File: src/rtl/core/i2cm_pkg.sv
// Package for the EEPROM access master: request/result structs, bus state codes.
// No dependencies.
package i2cm_pkg;

  localparam logic [1:0] FUNC_TICK  = 2'd0;
  localparam logic [1:0] FUNC_READ  = 2'd1;
  localparam logic [1:0] FUNC_WRITE = 2'd2;
  localparam logic [1:0] FUNC_DATA  = 2'd3;

  localparam logic [1:0] REG_DEVSEL = 2'd0;
  localparam logic [1:0] REG_PAGE   = 2'd1;
  localparam logic [1:0] REG_TPP    = 2'd2;
  localparam logic [1:0] REG_POLL   = 2'd3;

  localparam logic [1:0] ERR_NONE = 2'd0;
  localparam logic [1:0] ERR_NACK = 2'd1;
  localparam logic [1:0] ERR_POLL = 2'd2;

  localparam logic [7:0] CTRL_WRITE = 8'hA0;
  localparam logic [7:0] CTRL_READ  = 8'hA1;
  localparam logic [7:0] PAGE_RESET = 8'h7F;

  localparam logic [3:0] S_IDLE       = 4'd0;
  localparam logic [3:0] S_POLL_START = 4'd1;
  localparam logic [3:0] S_POLL_CTRL  = 4'd2;
  localparam logic [3:0] S_ADDR_HI    = 4'd3;
  localparam logic [3:0] S_ADDR_LO    = 4'd4;
  localparam logic [3:0] S_RESTART    = 4'd5;
  localparam logic [3:0] S_READ_CTRL  = 4'd6;
  localparam logic [3:0] S_READ_BYTE  = 4'd7;
  localparam logic [3:0] S_WAIT_DATA  = 4'd8;
  localparam logic [3:0] S_WRITE_DATA = 4'd9;
  localparam logic [3:0] S_STOP       = 4'd10;

  typedef struct packed {
    logic [1:0]  func;
    logic [15:0] address;
    logic [15:0] count;
    logic [7:0]  data;
    logic        sda_in;
  } req_t;

  typedef struct packed {
    logic       scl;
    logic       sda_out;
    logic       sda_enable;
    logic       write_protect;
    logic [7:0] read_byte;
    logic       read_valid;
    logic       read_last;
    logic       data_request;
    logic       busy_res;
    logic       done_res;
    logic [1:0] error_code;
  } res_t;

endpackage

File: src/rtl/core/i2c_eeprom_access_master.sv
// Top level of the EEPROM access master: config registers, front queue, bus engine.
// Depends on i2cm_pkg, i2cm_front, i2cm_engine.
//
// Usage: every request on the in channel is one item: a tick (carrying sampled SDA),
// a begin read, a begin write or a write data byte. Every accepted request yields
// exactly one result on the out channel, with the SCL/SDA/write protect levels
// after that request plus read byte, done and error flags.
// Throughput: one request per clock while results are taken; the engine's state update
// is the loop that sets it. A request passes through the two-entry request queue and
// then the result register when nothing stalls.
// When the receiver stalls the result register holds and the queue fills; in_ready
// drops once two requests are waiting. Reset (rst, synchronous) returns the bus to
// idle (SCL high, SDA released, write protect high) and loads register defaults:
// device_select 0, page_mask 0x7F, ticks_per_phase 2, poll_limit 0.
// Configuration writes (cfg_valid/cfg_ready, cfg_index, cfg_data) are always taken.
module i2c_eeprom_access_master #(
  parameter int ADDR_WIDTH  = 16,
  parameter int COUNT_WIDTH = 16
) (
  input  logic            clk,
  input  logic            rst,
  input  logic            in_valid,
  output logic            in_ready,
  input  i2cm_pkg::req_t  in_data,
  output logic            out_valid,
  input  logic            out_ready,
  output i2cm_pkg::res_t  out_data,
  input  logic            cfg_valid,
  output logic            cfg_ready,
  input  logic [1:0]      cfg_index,
  input  logic [15:0]     cfg_data
);

  logic [2:0]     dev_sel;
  logic [7:0]     page_mask;
  logic [7:0]     tpp;
  logic [15:0]    poll_limit;
  logic           q_valid;
  logic           q_ready;
  i2cm_pkg::req_t q_req;

  assign cfg_ready = 1'b1;

  // configuration registers
  always_ff @(posedge clk) begin
    if (rst) begin
      dev_sel <= 3'd0; page_mask <= i2cm_pkg::PAGE_RESET; tpp <= 8'd2; poll_limit <= 16'd0;
    end else if (cfg_valid) begin
      unique case (cfg_index)
        i2cm_pkg::REG_DEVSEL: dev_sel <= cfg_data[2:0];
        i2cm_pkg::REG_PAGE:   page_mask <= cfg_data[7:0];
        i2cm_pkg::REG_TPP:    tpp <= cfg_data[7:0];
        i2cm_pkg::REG_POLL:   poll_limit <= cfg_data;
        default: ;
      endcase
    end
  end

  i2cm_front u_front (
    .clk(clk), .rst(rst), .in_valid(in_valid), .in_ready(in_ready), .in_req(in_data),
    .q_valid(q_valid), .q_ready(q_ready), .q_req(q_req)
  );

  i2cm_engine #(.ADDR_WIDTH(ADDR_WIDTH), .COUNT_WIDTH(COUNT_WIDTH)) u_engine (
    .clk(clk), .rst(rst), .q_valid(q_valid), .q_ready(q_ready), .q_req(q_req),
    .out_valid(out_valid), .out_ready(out_ready), .out_res(out_data),
    .dev_sel(dev_sel), .page_mask(page_mask), .tpp(tpp), .poll_limit(poll_limit)
  );

endmodule

File: src/rtl/core/i2cm_front.sv
// Front end: input skid queue (two entries) ahead of the bus engine.
// Depends on i2cm_pkg.
module i2cm_front (
  input  logic            clk,
  input  logic            rst,
  input  logic            in_valid,
  output logic            in_ready,
  input  i2cm_pkg::req_t  in_req,
  output logic            q_valid,
  input  logic            q_ready,
  output i2cm_pkg::req_t  q_req
);

  i2cm_pkg::req_t slot [2];
  logic       wr_ptr;
  logic       rd_ptr;
  logic [1:0] fill;
  logic       push;
  logic       pop;

  assign in_ready = (fill != 2'd2);
  assign q_valid  = (fill != 2'd0);
  assign q_req    = slot[rd_ptr];
  assign push     = in_valid && in_ready;
  assign pop      = q_valid && q_ready;

  // queue storage
  always_ff @(posedge clk) begin
    if (push) begin
      slot[wr_ptr] <= in_req;
    end
  end

  // pointers and fill
  always_ff @(posedge clk) begin
    if (rst) begin
      wr_ptr <= 1'b0;
      rd_ptr <= 1'b0;
      fill   <= 2'd0;
    end else begin
      if (push) wr_ptr <= ~wr_ptr;
      if (pop) rd_ptr <= ~rd_ptr;
      fill <= fill + {1'b0, push} - {1'b0, pop};
    end
  end

endmodule

File: src/rtl/core/i2cm_engine.sv
// Back end: bus sequencer, one request per cycle unless out_ready stalls, registered result output.
// Depends on i2cm_pkg.
module i2cm_engine #(
  parameter int ADDR_WIDTH  = 16,
  parameter int COUNT_WIDTH = 16
) (
  input  logic            clk,
  input  logic            rst,
  input  logic            q_valid,
  output logic            q_ready,
  input  i2cm_pkg::req_t  q_req,
  output logic            out_valid,
  input  logic            out_ready,
  output i2cm_pkg::res_t  out_res,
  input  logic [2:0]      dev_sel,
  input  logic [7:0]      page_mask,
  input  logic [7:0]      tpp,
  input  logic [15:0]     poll_limit
);

  logic [3:0]             st, st_next;
  logic [1:0]             quarter, quarter_next;
  logic [7:0]             timer, timer_next;
  logic [3:0]             bitc, bitc_next;
  logic [7:0]             shift, shift_next;
  logic [ADDR_WIDTH-1:0]  addr, addr_next;
  logic [COUNT_WIDTH-1:0] left, left_next;
  logic [15:0]            polls, polls_next;
  logic [7:0]             held, held_next;
  logic                   held_v, held_v_next;
  logic                   is_wr, is_wr_next;
  logic                   ack, ack_next;
  logic [1:0]             err, err_next;
  i2cm_pkg::res_t         res;
  logic                   go;

  assign q_ready = !out_valid || out_ready;
  assign go      = q_valid && q_ready;

  function automatic logic is_byte(input logic [3:0] s);
    return s == i2cm_pkg::S_POLL_CTRL || s == i2cm_pkg::S_ADDR_HI ||
           s == i2cm_pkg::S_ADDR_LO || s == i2cm_pkg::S_READ_CTRL ||
           s == i2cm_pkg::S_READ_BYTE || s == i2cm_pkg::S_WRITE_DATA;
  endfunction

  // next state of the sequencer for one request
  always_comb begin
    logic [7:0]             tp;
    logic [7:0]             tinc;
    logic [3:0]             tgt;
    logic                   ent;
    logic                   pend;
    logic                   hi;
    logic [COUNT_WIDTH-1:0] pending;
    tp   = (tpp == 8'd0) ? 8'd1 : tpp;
    tinc = timer + 8'd1;
    tgt  = st;
    ent  = 1'b0;
    st_next = st; quarter_next = quarter; timer_next = timer; bitc_next = bitc;
    shift_next = shift; addr_next = addr; left_next = left; polls_next = polls;
    held_next = held; held_v_next = held_v; is_wr_next = is_wr; ack_next = ack;
    err_next = err;
    res = '0;
    unique case (q_req.func)
      i2cm_pkg::FUNC_TICK: begin
        if (st == i2cm_pkg::S_WAIT_DATA) begin
          if (held_v) begin
            tgt = i2cm_pkg::S_WRITE_DATA; ent = 1'b1; held_v_next = 1'b0;
          end
        end else if (st != i2cm_pkg::S_IDLE) begin
          timer_next = tinc;
          if (tinc >= tp) begin
            timer_next = 8'd0;
            if (quarter == 2'd2 && is_byte(st)) begin
              if (!bitc[3]) begin
                if (st == i2cm_pkg::S_READ_BYTE) shift_next = {shift[6:0], q_req.sda_in};
              end else begin
                ack_next = !q_req.sda_in;
              end
            end
            quarter_next = quarter + 2'd1;
            if (quarter == 2'd3) begin
              if (is_byte(st) && !bitc[3]) begin
                bitc_next = bitc + 4'd1;
              end else begin
                ent = 1'b1;
                unique case (st)
                  i2cm_pkg::S_POLL_START: tgt = i2cm_pkg::S_POLL_CTRL;
                  i2cm_pkg::S_RESTART:    tgt = i2cm_pkg::S_READ_CTRL;
                  i2cm_pkg::S_READ_CTRL:  tgt = i2cm_pkg::S_READ_BYTE;
                  i2cm_pkg::S_POLL_CTRL: begin
                    if (ack_next) tgt = i2cm_pkg::S_ADDR_HI;
                    else begin
                      if (polls != 16'hFFFF) polls_next = polls + 16'd1;
                      if (poll_limit != 16'd0 && polls_next >= poll_limit) begin
                        err_next = i2cm_pkg::ERR_POLL; tgt = i2cm_pkg::S_STOP;
                      end else tgt = i2cm_pkg::S_POLL_START;
                    end
                  end
                  i2cm_pkg::S_ADDR_HI: begin
                    if (is_wr && !ack_next) begin
                      err_next = i2cm_pkg::ERR_NACK; tgt = i2cm_pkg::S_STOP;
                    end else tgt = i2cm_pkg::S_ADDR_LO;
                  end
                  i2cm_pkg::S_ADDR_LO: begin
                    if (is_wr && !ack_next) begin
                      err_next = i2cm_pkg::ERR_NACK; tgt = i2cm_pkg::S_STOP;
                    end else tgt = is_wr ? i2cm_pkg::S_WAIT_DATA : i2cm_pkg::S_RESTART;
                  end
                  i2cm_pkg::S_READ_BYTE: begin
                    res.read_valid = 1'b1;
                    res.read_byte  = shift_next;
                    res.read_last  = (left <= COUNT_WIDTH'(1));
                    if (left != '0) left_next = left - COUNT_WIDTH'(1);
                    addr_next = addr + ADDR_WIDTH'(1);
                    tgt = (left_next == '0) ? i2cm_pkg::S_STOP : i2cm_pkg::S_READ_BYTE;
                  end
                  i2cm_pkg::S_WRITE_DATA: begin
                    if (!ack_next) begin
                      err_next = i2cm_pkg::ERR_NACK; tgt = i2cm_pkg::S_STOP;
                    end else begin
                      if (left != '0) left_next = left - COUNT_WIDTH'(1);
                      addr_next = addr + ADDR_WIDTH'(1);
                      tgt = (left_next == '0 || (addr[7:0] & page_mask) == page_mask)
                            ? i2cm_pkg::S_STOP : i2cm_pkg::S_WAIT_DATA;
                    end
                  end
                  i2cm_pkg::S_STOP: begin
                    if (err == i2cm_pkg::ERR_NONE && is_wr && left != '0) begin
                      polls_next = 16'd0; tgt = i2cm_pkg::S_POLL_START;
                    end else begin
                      res.done_res = 1'b1; res.error_code = err;
                      err_next = i2cm_pkg::ERR_NONE; is_wr_next = 1'b0;
                      tgt = i2cm_pkg::S_IDLE;
                    end
                  end
                  default: tgt = i2cm_pkg::S_IDLE;
                endcase
              end
            end
          end
        end
      end
      i2cm_pkg::FUNC_DATA: begin
        if (st != i2cm_pkg::S_IDLE && is_wr && !held_v) begin
          held_v_next = 1'b1; held_next = q_req.data;
        end
      end
      default: begin
        if (st == i2cm_pkg::S_IDLE && q_req.count[COUNT_WIDTH-1:0] != '0) begin
          is_wr_next = (q_req.func == i2cm_pkg::FUNC_WRITE);
          addr_next  = q_req.address[ADDR_WIDTH-1:0];
          left_next  = q_req.count[COUNT_WIDTH-1:0];
          polls_next = 16'd0; held_v_next = 1'b0; err_next = i2cm_pkg::ERR_NONE;
          ack_next = 1'b0; tgt = i2cm_pkg::S_POLL_START; ent = 1'b1;
        end
      end
    endcase
    // entering a new bus unit
    if (ent) begin
      st_next = tgt; quarter_next = 2'd0; bitc_next = 4'd0; timer_next = 8'd0;
      case (tgt)
        i2cm_pkg::S_POLL_CTRL:  shift_next = i2cm_pkg::CTRL_WRITE | {4'd0, dev_sel, 1'b0};
        i2cm_pkg::S_READ_CTRL:  shift_next = i2cm_pkg::CTRL_READ | {4'd0, dev_sel, 1'b0};
        i2cm_pkg::S_ADDR_HI:    shift_next = 8'((32'(addr_next)) >> 8);
        i2cm_pkg::S_ADDR_LO:    shift_next = addr_next[7:0];
        i2cm_pkg::S_READ_BYTE:  shift_next = 8'd0;
        i2cm_pkg::S_WRITE_DATA: shift_next = held;
        default: ;
      endcase
    end
    // bus drive for the new state
    hi = (quarter_next == 2'd1 || quarter_next == 2'd2);
    res.scl = 1'b1; res.sda_out = 1'b1; res.sda_enable = 1'b0;
    case (st_next)
      i2cm_pkg::S_IDLE: ;
      i2cm_pkg::S_WAIT_DATA: begin
        res.scl = 1'b0; res.sda_out = 1'b0; res.sda_enable = 1'b1;
      end
      i2cm_pkg::S_POLL_START, i2cm_pkg::S_RESTART: begin
        res.sda_enable = 1'b1; res.scl = hi; res.sda_out = !quarter_next[1];
      end
      i2cm_pkg::S_STOP: begin
        res.sda_enable = 1'b1; res.scl = (quarter_next != 2'd0);
        res.sda_out = quarter_next[1];
      end
      i2cm_pkg::S_READ_BYTE: begin
        res.scl = hi;
        if (bitc_next[3]) begin
          res.sda_enable = 1'b1; res.sda_out = !(left_next > COUNT_WIDTH'(1));
        end
      end
      default: begin
        res.scl = hi;
        if (!bitc_next[3]) begin
          res.sda_enable = 1'b1; res.sda_out = shift_next[3'd7 - bitc_next[2:0]];
        end
      end
    endcase
    pending = left_next;
    if (st_next == i2cm_pkg::S_WRITE_DATA && pending != '0) pending = pending - COUNT_WIDTH'(1);
    pend = (st_next != i2cm_pkg::S_IDLE) && is_wr_next;
    res.write_protect = !pend;
    res.busy_res = (st_next != i2cm_pkg::S_IDLE);
    res.data_request = pend && err_next == i2cm_pkg::ERR_NONE && pending != '0 && !held_v_next;
  end

  // sequencer registers
  always_ff @(posedge clk) begin
    if (rst) begin
      st <= i2cm_pkg::S_IDLE; quarter <= 2'd0; timer <= 8'd0; bitc <= 4'd0;
      shift <= 8'd0; addr <= '0; left <= '0; polls <= 16'd0; held_v <= 1'b0;
      is_wr <= 1'b0; ack <= 1'b0; err <= i2cm_pkg::ERR_NONE;
    end else if (go) begin
      st <= st_next; quarter <= quarter_next; timer <= timer_next; bitc <= bitc_next;
      shift <= shift_next; addr <= addr_next; left <= left_next; polls <= polls_next;
      held_v <= held_v_next; is_wr <= is_wr_next; ack <= ack_next; err <= err_next;
    end
  end

  always_ff @(posedge clk) begin
    if (go) held <= held_next;
  end

  // result register
  always_ff @(posedge clk) begin
    if (rst) begin
      out_valid <= 1'b0;
    end else if (go) begin
      out_valid <= 1'b1;
    end else if (out_ready) begin
      out_valid <= 1'b0;
    end
  end

  always_ff @(posedge clk) begin
    if (go) out_res <= res;
  end

endmodule
File: config.mk
export PLATFORM = sky130hd
export DESIGN_NAME = i2c_eeprom_access_master
export DESIGN_NICKNAME = d
export VERILOG_FILES = /design/src/rtl/core/i2cm_pkg.sv /design/src/rtl/core/i2c_eeprom_access_master.sv /design/src/rtl/core/i2cm_front.sv /design/src/rtl/core/i2cm_engine.sv
export SDC_FILE = /design/constraint.sdc
export NUM_CORES = 1
export LEC_CHECK = 0
export CAP_MARGIN = 20
export CORE_MARGIN = 4
export CORE_UTILIZATION = 55
export CTS_CLUSTER_DIAMETER = 30
export DETAILED_ROUTE_END_ITERATION = 8
export DONT_BUFFER_PORTS = 1
export HOLD_SLACK_MARGIN = 0.15
export MAX_ROUTING_LAYER = met4
export PLACE_DENSITY_LB_ADDON = 0.12
export SLEW_MARGIN = 20
export SYNTH_ARGS = -nofsm -noshare
export SYNTH_HDL_FRONTEND = slang
export SYNTH_HIERARCHICAL = 1
export SYNTH_SLANG_ARGS = --single-unit
File: constraint.sdc
create_clock -name clk -period 4.2 [get_ports clk]
set_clock_uncertainty 0.1 [all_clocks]
set_input_delay 0 -clock clk [delete_from_list [all_inputs] [get_ports clk]]
set_output_delay 0 -clock clk [all_outputs]
set_load 0.01 [all_outputs]
# Word level (Yosys, flattened, before mapping)
# Memory sizes are Yosys's and may differ from the RTL's. A register that Yosys moved wholly into a read port is not among the register bits.
# Cells that the tools add are included.
# classes
addsub	10
n_mul	0
div_mod_pow	0
magnitude_cmp	5
n_eq_ne	43
shifts	0
mux	158
bitwise_logic	10
n_reduce_logical	69
# ops
operator	n
$mux 16	48
$pmux 16 s2	6
$mux 8	14
$mux 4	22
$reduce_bool 16->1	5
$pmux 8 s6	1
$mux 2	20
$eq 4x3->1 const B	9
$mux 1	36
$pmux 4 s9	1
$add 16x1->16 const B	2
$logic_not 16->1	2
$sub 16x1->16 const B	2
$eq 4x4->1 const B	7
$eq 4x2->1 const B	4
$ge 16x16->1	1
$gt 16x1->1 const B	1
$le 16x1->1 const B	1
$logic_and 1x1->1	16
$ne 16x16->1 const B	1
$pmux 3 s5	1
$eq 2x2->1 const B	7
$reduce_or 7->1	2
$reduce_bool 2->1	6
other kinds (37)	80
# word_totals
reg_bits	146
latch_bits	0
mem_bits_rw	86
mem_bits_ro	0
wordCells	328
memories	1
# memory_table
name	words	word_bits	read_ports	rd_clocked_by_memory_dff	write_ports	line	text
u_front.slot	2	43	1	1	1	i2cm_front.sv:14	i2cm_pkg::req_t slot [2];

# Depth between registers and ports, before layout
# Gate-level depths: netlist of run 1.
# depth
depth_word	38
depth_mapped	23
mapped_depth_nobuf	21

# Modules after synthesis
# Netlist of run 1, hierarchy kept.
# by_module_without_submodules
module	instances	cells_per_inst	area_per_inst_um2	seq_area_each_um2
i2cm_engine	1	1211	8953.6	2412.3
i2cm_front	1	163	3368.2	2682.6
i2c_eeprom_access_master	1	146	1482.7	700.7

# Worst setup path after synthesis of run 1
# OpenSTA, ideal clock, no wires.
# synth_timing
kind	register -> register
start	register u_engine.polls[3]
end	register u_engine/out_res[17] (netlist name) (data pin)
setup_time_ps	268
arrival_time_ps	4267
required_time_ps	3832
slack_ps	-435
path_stages_with_launch	21
synth_period_minus_slack_ps	4635
path_cell_list	dfxtp_1 nand3_1 nor2_1 and3_1 nand4_1 o21ai_1 nor2_1 xor2_1 ha_1 a211oi_1 nor2_1 a211oi_1 o21ai_0 a21o_1 a2bb2oi_1 o211ai_2 or4_4 nand3_4 buf_8 o311a_1 o31ai_2
# synth_rtl
element	line	text
from (decl)	i2cm_engine.sv:28	logic [15:0] polls, polls_next;
from (signal assigned)	i2cm_engine.sv:216	shift <= shift_next; addr <= addr_next; left <= left_next; polls <= polls_next;
to (signal assigned)	i2cm_engine.sv:237	if (go) out_res <= res;
to (decl)	i2cm_engine.sv:14	output i2cm_pkg::res_t out_res,

==> results.yml, run 1 <==
cells_and_area:
  n_fill_cell: 1646
  areaGrowthSynthToFinish_pct: 36.7
  final_util_pct: 76.9
  layout.nets: 1909
  final_common_cell: "buf_4"
  finalNonFillerCells: 2168
  seq_area_um2: 5800
  layout_common_cells: "buf_4 (174), nor2_1 (166), dlygate4sd3_1 (146)"
  multiInputGateArea_um2: 7790
  drive_above_1_share_pct: 20.4
  final_area_um2: 18900
logic_synthesis:
  synth.avg_cell_area_um2: 9.08
  yosys_register_bits: 233
  async_flop_share_pct: 0
  synth_top_family_by_area: "simple AND/OR/NAND/NOR gates"
  seq_area_frac_synth_pct: 42.0
  synth_cells: 1520
  synth-compound-area-share_pct: 17.1
  synthesis.area_um2: 13800
  yosys.area_share.simple_pct: 23.0
  yosysWarnings: 6
  netlist.area_leader.share_pct: 24.6
  synth_enable_flop_cells: 113
  synthMuxAreaShare_pct: 8.03
  ys_types: 97
  netlist_top_cells_area: "edfxtp_1 (25%), dfxtp_1 (17%), nor2_1 (4.7%), mux2i_1 (4.3%), ha_1 (3.7%)"
  synth_xor_area_share_pct: 1.46
  synth-main-ff-cell: "dfxtp_1"
  synthesis.nets: 1627
  synth.largest_area_cell: "edfxtp_1"
  synthAdderAreaFrac_pct: 3.72
worst_setup_path:
  crit_chain: "buf_12, buf_4, mux2_1, nor4_2, nand4_1, and3_2, buf_12, a211oi_1, nand3_1, nor4_2, buf_4, nand4b_1, a211oi_2, nand2_1, o31ai_2"
  required_ns: 4.47
  reg2reg_slack_ns: -0.04
  r2r_end: "u_engine/out_res[17]"
  reg2reg_depth: 15
  cp_top_family: "simple AND/OR/NAND/NOR gates"
  cp-end-kind: "register"
  critPathLaunchType: "register"
  worstPathMaxFanout: 22
  cp.arrival_ns: 4.50
  worst-path-buf-inv: 4
  crit_type: "reg2reg"
  critical_path_depth: 15
  crit_slowest_cell: "mux2_1"
  critPathMaxStageDelay_ns: 0.39
  endpoint: "u_engine/out_res[17]"
drt:
  drt-vias-per-instance: 6.22
  ant_nets: 0
  totalWireLength_um: 45400
  vias: 13484
  drt-initial-drc-count: 1526
  first_pass_iters: 6
  drc: 0
  wl_per_cell_um: 21.0
timing:
  rsz0062_at_grt: "true"
  tightest_slew_ns: 1.06
  hold_viol_final: 0
  finalMaxSlewViolations: 0
  relSlewSlack_pct: 29.6
  fin_crit_ns: 4.24
  setup_viol: 2
  max_freq_mhz: 236
  holdWs_ns: 0.173
  min_period_over_period_pct: 101
  worst_slack_ns: -0.0359
power:
  p_seq_share_pct: 22.3
  p_per_area_nw_per_um2: 779
  p_leak_nw: 7.39
  sw_frac_of_total_pct: 41.5
  combPwrFrac_pct: 50.2
  p_sw_mw: 6.09
  clkPwrFrac_pct: 27.5
  intPower_mw: 8.60
  ir_drop_v: 0.000500
global_route:
  antenna_found_initial: 0
  first_global_vias: 13192
  grtUsageTotal_pct: 32.2
  grt_max_degree: 138
  overflow: 0
  grt_pass1_wl_um: 71600
outcome:
  status: "finished with violations"
  violations: "negative setup slack"
place:
  gp_congestion: 0.980
  port_buffers: 0
  place_ws_ns: -0.443
  placed_cell_area_um2: 15200
  hpwl_um: 28500
  dp_cells: 1917
die:
  die_w_um: 166
  fp.dieH_um: 166
  num_rows: 57
  initial_core_util_pct: 56.3
  io_pins: 88
  dieArea_um2: 27700
  core_um2: 24500
cts:
  clk_path_buf_depth: 3
  clkTransAtPathRegs_ns: 0.05
  cts_num_sinks: 233
  clockRootBuffer: "clkbuf_16"
  clk_latency_ns: 0.56
  numCtsBuffers: 50
  htree_levels: 2
  cts_tree: "done"
min_path:
  worstHoldStart: "cfg_data[2]"
  hp-class: "in2reg"
run:
  drv_cap: 0
## synth_stat cells, types with 31 or more instances
| cell | n |
|---|---|
| a211oi_1 | 35 |
| a21oi_1 | 84 |
| clkbuf_1 | 71 |
| dfxtp_1 | 120 |
| edfxtp_1 | 113 |
| ha_1 | 41 |
| inv_1 | 54 |
| mux2_1 | 43 |
| mux2i_1 | 59 |
| nand2_1 | 134 |
| nand2b_1 | 54 |
| nand3_1 | 49 |
| nor2_1 | 174 |
| nor3_1 | 32 |
| nor4_1 | 31 |
| o21ai_0 | 56 |
## worst min path at each step
stage	slack (ns)	to	cells past startpoint
after global routing	0.19	page_mask[2]	3
after global placement	-0.02	register	1
after CTS	0.16	dev_sel[1]	3
final	0.17	page_mask[2]	3
after detailed placement	-0.02	register	1
after floorplan	-0.03	u_front/wr_ptr	1
## through the flow
| stage | TNS [ns] | total power [mW] |
|---|---|---|
| after floorplan | -0.00205 | 7.24 |
| after global placement | -0.482 | 9.70 |
| after detailed placement | -0.983 | 9.73 |
| after CTS | 0 | 14.1 |
| after global routing | -2.49 | 15.4 |
| final | -0.0597 | 14.7 |
## layer usage
layer / vias up / share of wire [%] / track usage (%)
li1: 6221 / - / -
met1: 6428 / 41 / 41.3
met2: 698 / 47 / 50.5
met3: 137 / 7.9 / 5.93
met4: 0 / 4.3 / 13.5
met5: - / 0 / -
## flip-flops by register name, summed over array words and instances (netlist names), named ones only
register	count
dev_sel	3
u_engine/addr	16
u_engine/st	4
u_front/fill	2
u_front/wr_ptr	1
u_engine/polls	16
tpp	8
u_engine/bitc	4
u_engine/quarter	2
u_engine/is_wr	1
u_front/slot	86
u_engine/left	16
poll_limit	16
u_engine/held_v	1
u_front/rd_ptr	1
u_engine/shift	8
u_engine/ack	1
page_mask	8
u_engine/out_res	19
u_engine/out_valid	1
u_engine/err	2
u_engine/timer	8
u_engine/held	8
## final cells by class
type / instances / area share, %
inverter: 55 / 1.09
multi-input combinational: 1133 / 41.3
tap: 324 / 2.15
clock buffer: 55 / 6.94
sequential: 233 / 30.8
antenna: 1 / 0.0133
timing repair buffer: 329 / 15.4
clock inverter: 38 / 2.35
## repair_timing
item / in CTS / in global routing
pin swaps: 22 / 12
gates resized for setup: 27 / 59
hold endpoints to repair: 249 / 0
hold buffers: 147 / 0
cloned: 1 / 0
setup endpoints to repair: 14 / 14
buffers inserted: 5 / 4
## worst min-delay path, cell delays in order
cell and delay, ns:
dlygate4sd3_1 0.56, nor2_1 0.07, mux2i_1 0.13
## cells by family after synthesis
| kind of cell | Yosys count |
|---|---|
| compound gates | 341 |
| mux | 105 |
| flops | 233 |
| simple gates | 621 |
| fa+ha+maj | 41 |
| buf+inv | 155 |
| xor+xnor | 23 |
| other cells | 1 |
## power by group through the flow
stage / Clock (mW) / Combinational (mW) / Sequential (mW)
floorplan: 0 / 4.11 / 3.13
global placement: 0 / 6.43 / 3.27
detailed placement: 0 / 6.45 / 3.28
CTS: 4.05 / 6.84 / 3.25
global route: 4.21 / 7.87 / 3.31
finish: 4.04 / 7.38 / 3.27
No activity file was read; power rests on OpenSTA's default activity.
==> run 2: changes to the inputs <==
Settings changed: ABC_AREA set to 1.
==> results.yml, run 2 <==
outcome:
  status: "finished with violations"
  violations: "negative setup slack"
logic_synthesis:
  synthesis.nets: 2017
  synthesis.area_um2: 14600
  netlist_top_cells_area: "edfxtp_1 (23%), dfxtp_1 (16%), nand2_1 (10%), inv_1 (6.2%), nor2_1 (5.5%)"
  synth_cells: 1910
  ys_types: 61
  yosys_register_bits: 233
  synth-compound-area-share_pct: 14.5
  yosys.area_share.simple_pct: 26.9
  synth.avg_cell_area_um2: 7.66
  yosys-top-cells-count: "nand2_1 (402), inv_1 (242), nor2_1 (214), a21oi_1 (131), nand3_1 (121)"
  synth_top_family_by_area: "simple AND/OR/NAND/NOR gates"
  netlist.area_leader.share_pct: 23.2
  synth_xor_area_share_pct: 1.38
  synth.largest_area_cell: "edfxtp_1"
  synthAdderAreaFrac_pct: 3.51
  synth.most_common_cell: "nand2_1"
  async_flop_share_pct: 0
  yosysWarnings: 6
  synth-main-ff-cell: "dfxtp_1"
  synthMuxAreaShare_pct: 4.34
  seq_area_frac_synth_pct: 39.6
  synth_enable_flop_cells: 113
worst_setup_path:
  required_ns: 4.39
  r2r-start: "u_engine/polls[0]"
  crit_slowest_cell: "dfxtp_2"
  crit_type: "reg2reg"
  critPathLaunchType: "register"
  reg2reg_slack_ns: -0.24
  cp_common_cell: "nand2_1"
  worstPathMaxFanout: 13
  r2r_end: "u_engine/out_res[4]"
  crit_path_start: "u_engine/polls[0]"
  endpoint: "u_engine/out_res[4]"
  critPathMaxStageDelay_ns: 0.34
  reg2reg_depth: 33
  cp.arrival_ns: 4.63
  cp-end-kind: "register"
timing:
  finalMaxSlewViolations: 0
  fin_crit_ns: 4.44
  tightest_slew_ns: 1.10
  finalSetupTns_ns: -0.946
  holdWs_ns: 0.185
  setup_viol: 8
  min_period_over_period_pct: 106
  hold_viol_final: 0
  rsz0062_at_grt: "true"
  worst_slack_ns: -0.241
  max_freq_mhz: 225
  relSlewSlack_pct: 26.2
run:
  drv_cap: 0
die:
  fp.dieH_um: 171
  dieArea_um2: 29300
  io_pins: 88
  core_um2: 26100
  num_rows: 59
  die_w_um: 171
  initial_core_util_pct: 56.0
place:
  port_buffers: 0
  placed_cell_area_um2: 15500
  gp_congestion: 0.969
  hpwl_um: 28900
cells_and_area:
  drive_above_1_share_pct: 20.5
  final_util_pct: 74.7
  final_area_um2: 19500
  n_fill_cell: 1917
  layout_common_cells: "nand2_1 (380), inv_1 (230), nor2_1 (200)"
  reg.largest.list: "u_front/slot: 86 flops, u_engine/out_res: 19 flops"
  areaGrowthSynthToFinish_pct: 33.5
  layout.nets: 2286
  final_common_cell: "nand2_1"
  regMostFlops: "u_front/slot"
  largest_reg_flops: 86
drt:
  ant_nets: 0
  first_pass_iters: 8
  wl_per_cell_um: 18.1
  totalWireLength_um: 46300
  drt-initial-drc-count: 1660
  drc: 0
  vias: 14492
  drt-vias-per-instance: 5.66
global_route:
  grtUsageTotal_pct: 31.8
  overflow: 0
  grt_pass1_wl_um: 73200
  antenna_found_initial: 1
  grt_max_degree: 67
  first_global_vias: 13784
cts:
  cts_tree: "done"
  clk_path_buf_depth: 3
  clkTransAtPathRegs_ns: 0.05
  htree_levels: 2
  numCtsBuffers: 52
  clk_latency_ns: 0.57
  clockRootBuffer: "clkbuf_16"
  cts_num_sinks: 233
power:
  p_per_area_nw_per_um2: 930
  p_leak_nw: 8.69
  ir_drop_v: 0.000655
min_path:
  hp-class: "in2reg"
-- run 2: layer usage --
| metal | part of all wire (%) | up-vias | track usage, % |
|---|---|---|---|
| li1 | - | 6974 | - |
| met1 | 43 | 6746 | 42.3 |
| met2 | 46 | 649 | 49.6 |
| met3 | 7.6 | 123 | 5.98 |
| met4 | 2.8 | 0 | 9.92 |
| met5 | 0 | - | - |
-- run 2: repair_timing --
| item | CTS | global route |
|---|---|---|
| endpoints found under the hold margin | 292 | 0 |
| setup buffers | 10 | 25 |
| hold buffers | 138 | 0 |
| resized for setup | 43 | 94 |
| endpoints found under the setup margin | 14 | 19 |
| gates cloned | 1 | 2 |
| pin swaps | 18 | 44 |
-- run 2: cell type report --
type	instances	area (µm²)	area share [%]
inverters	261	995	5.10
clock buffers	61	1380	7.05
clock inverters	37	437	2.24
well taps	335	419	2.15
repair buffers	285	2620	13.4
flip-flops and latches	233	5800	29.7
diodes	1	2.50	0.0128
multi-input cells	1346	7880	40.3
-- run 2: per-stage QoR --
step | std cells | setup slack [ns] | power, mW
after floorplan | 1910 | 0.0390 | 9.70
after global placement | 2285 | -0.301 | 12.4
after detailed placement | 2285 | -0.395 | 12.5
after CTS | 2532 | -0.226 | 17.0
after global routing | 2559 | -0.610 | 19.3
final | 2559 | -0.241 | 18.2
-- run 2: worst min-delay path by stage --
stage	from	end	slack, ns	depth (start not counted)
3_5_place_dp	rst	u_front/fill[0]	-0.02	1
4_1_cts	in_valid	u_front/wr_ptr	0.16	3
2_1_floorplan	rst	u_front/fill[0]	-0.03	1
5_1_grt	cfg_data[3]	poll_limit[3]	0.21	3
6_report	cfg_data[3]	page_mask[3]	0.18	3
3_3_place_gp	rst	u_front/fill[0]	-0.02	1
-- run 2: worst max-delay path: cells and delay by family, from the launching register on --
kind / cells / cell delay (ns)
flip-flops: 1 / 0.34
adder cells (fa/ha/maj): 2 / 0.45
buffers and inverters: 7 / 0.68
AND/OR/NAND/NOR: 20 / 2.13
AO/OA/AOI/OAI: 4 / 0.45
-- run 2: power by group --
part	internal (mW)	switching (mW)
combinational	3.89	6.47
sequential	3.08	0.538
clock	2.79	1.39
-- run 2: cells by family (layout without fill, tap and decap cells) --
| logic type | after synthesis | count (layout) |
|---|---|---|
| AOI/OAI and AO/OA | 361 | 361 |
| xor gates and xnor gates | 23 | 23 |
| adders and majority gates | 41 | 41 |
| buffers and inverters | 333 | 644 |
| DFF | 233 | 233 |
| muxes | 43 | 43 |
| other | 1 | 2 |
| and+or+nand+nor | 875 | 877 |
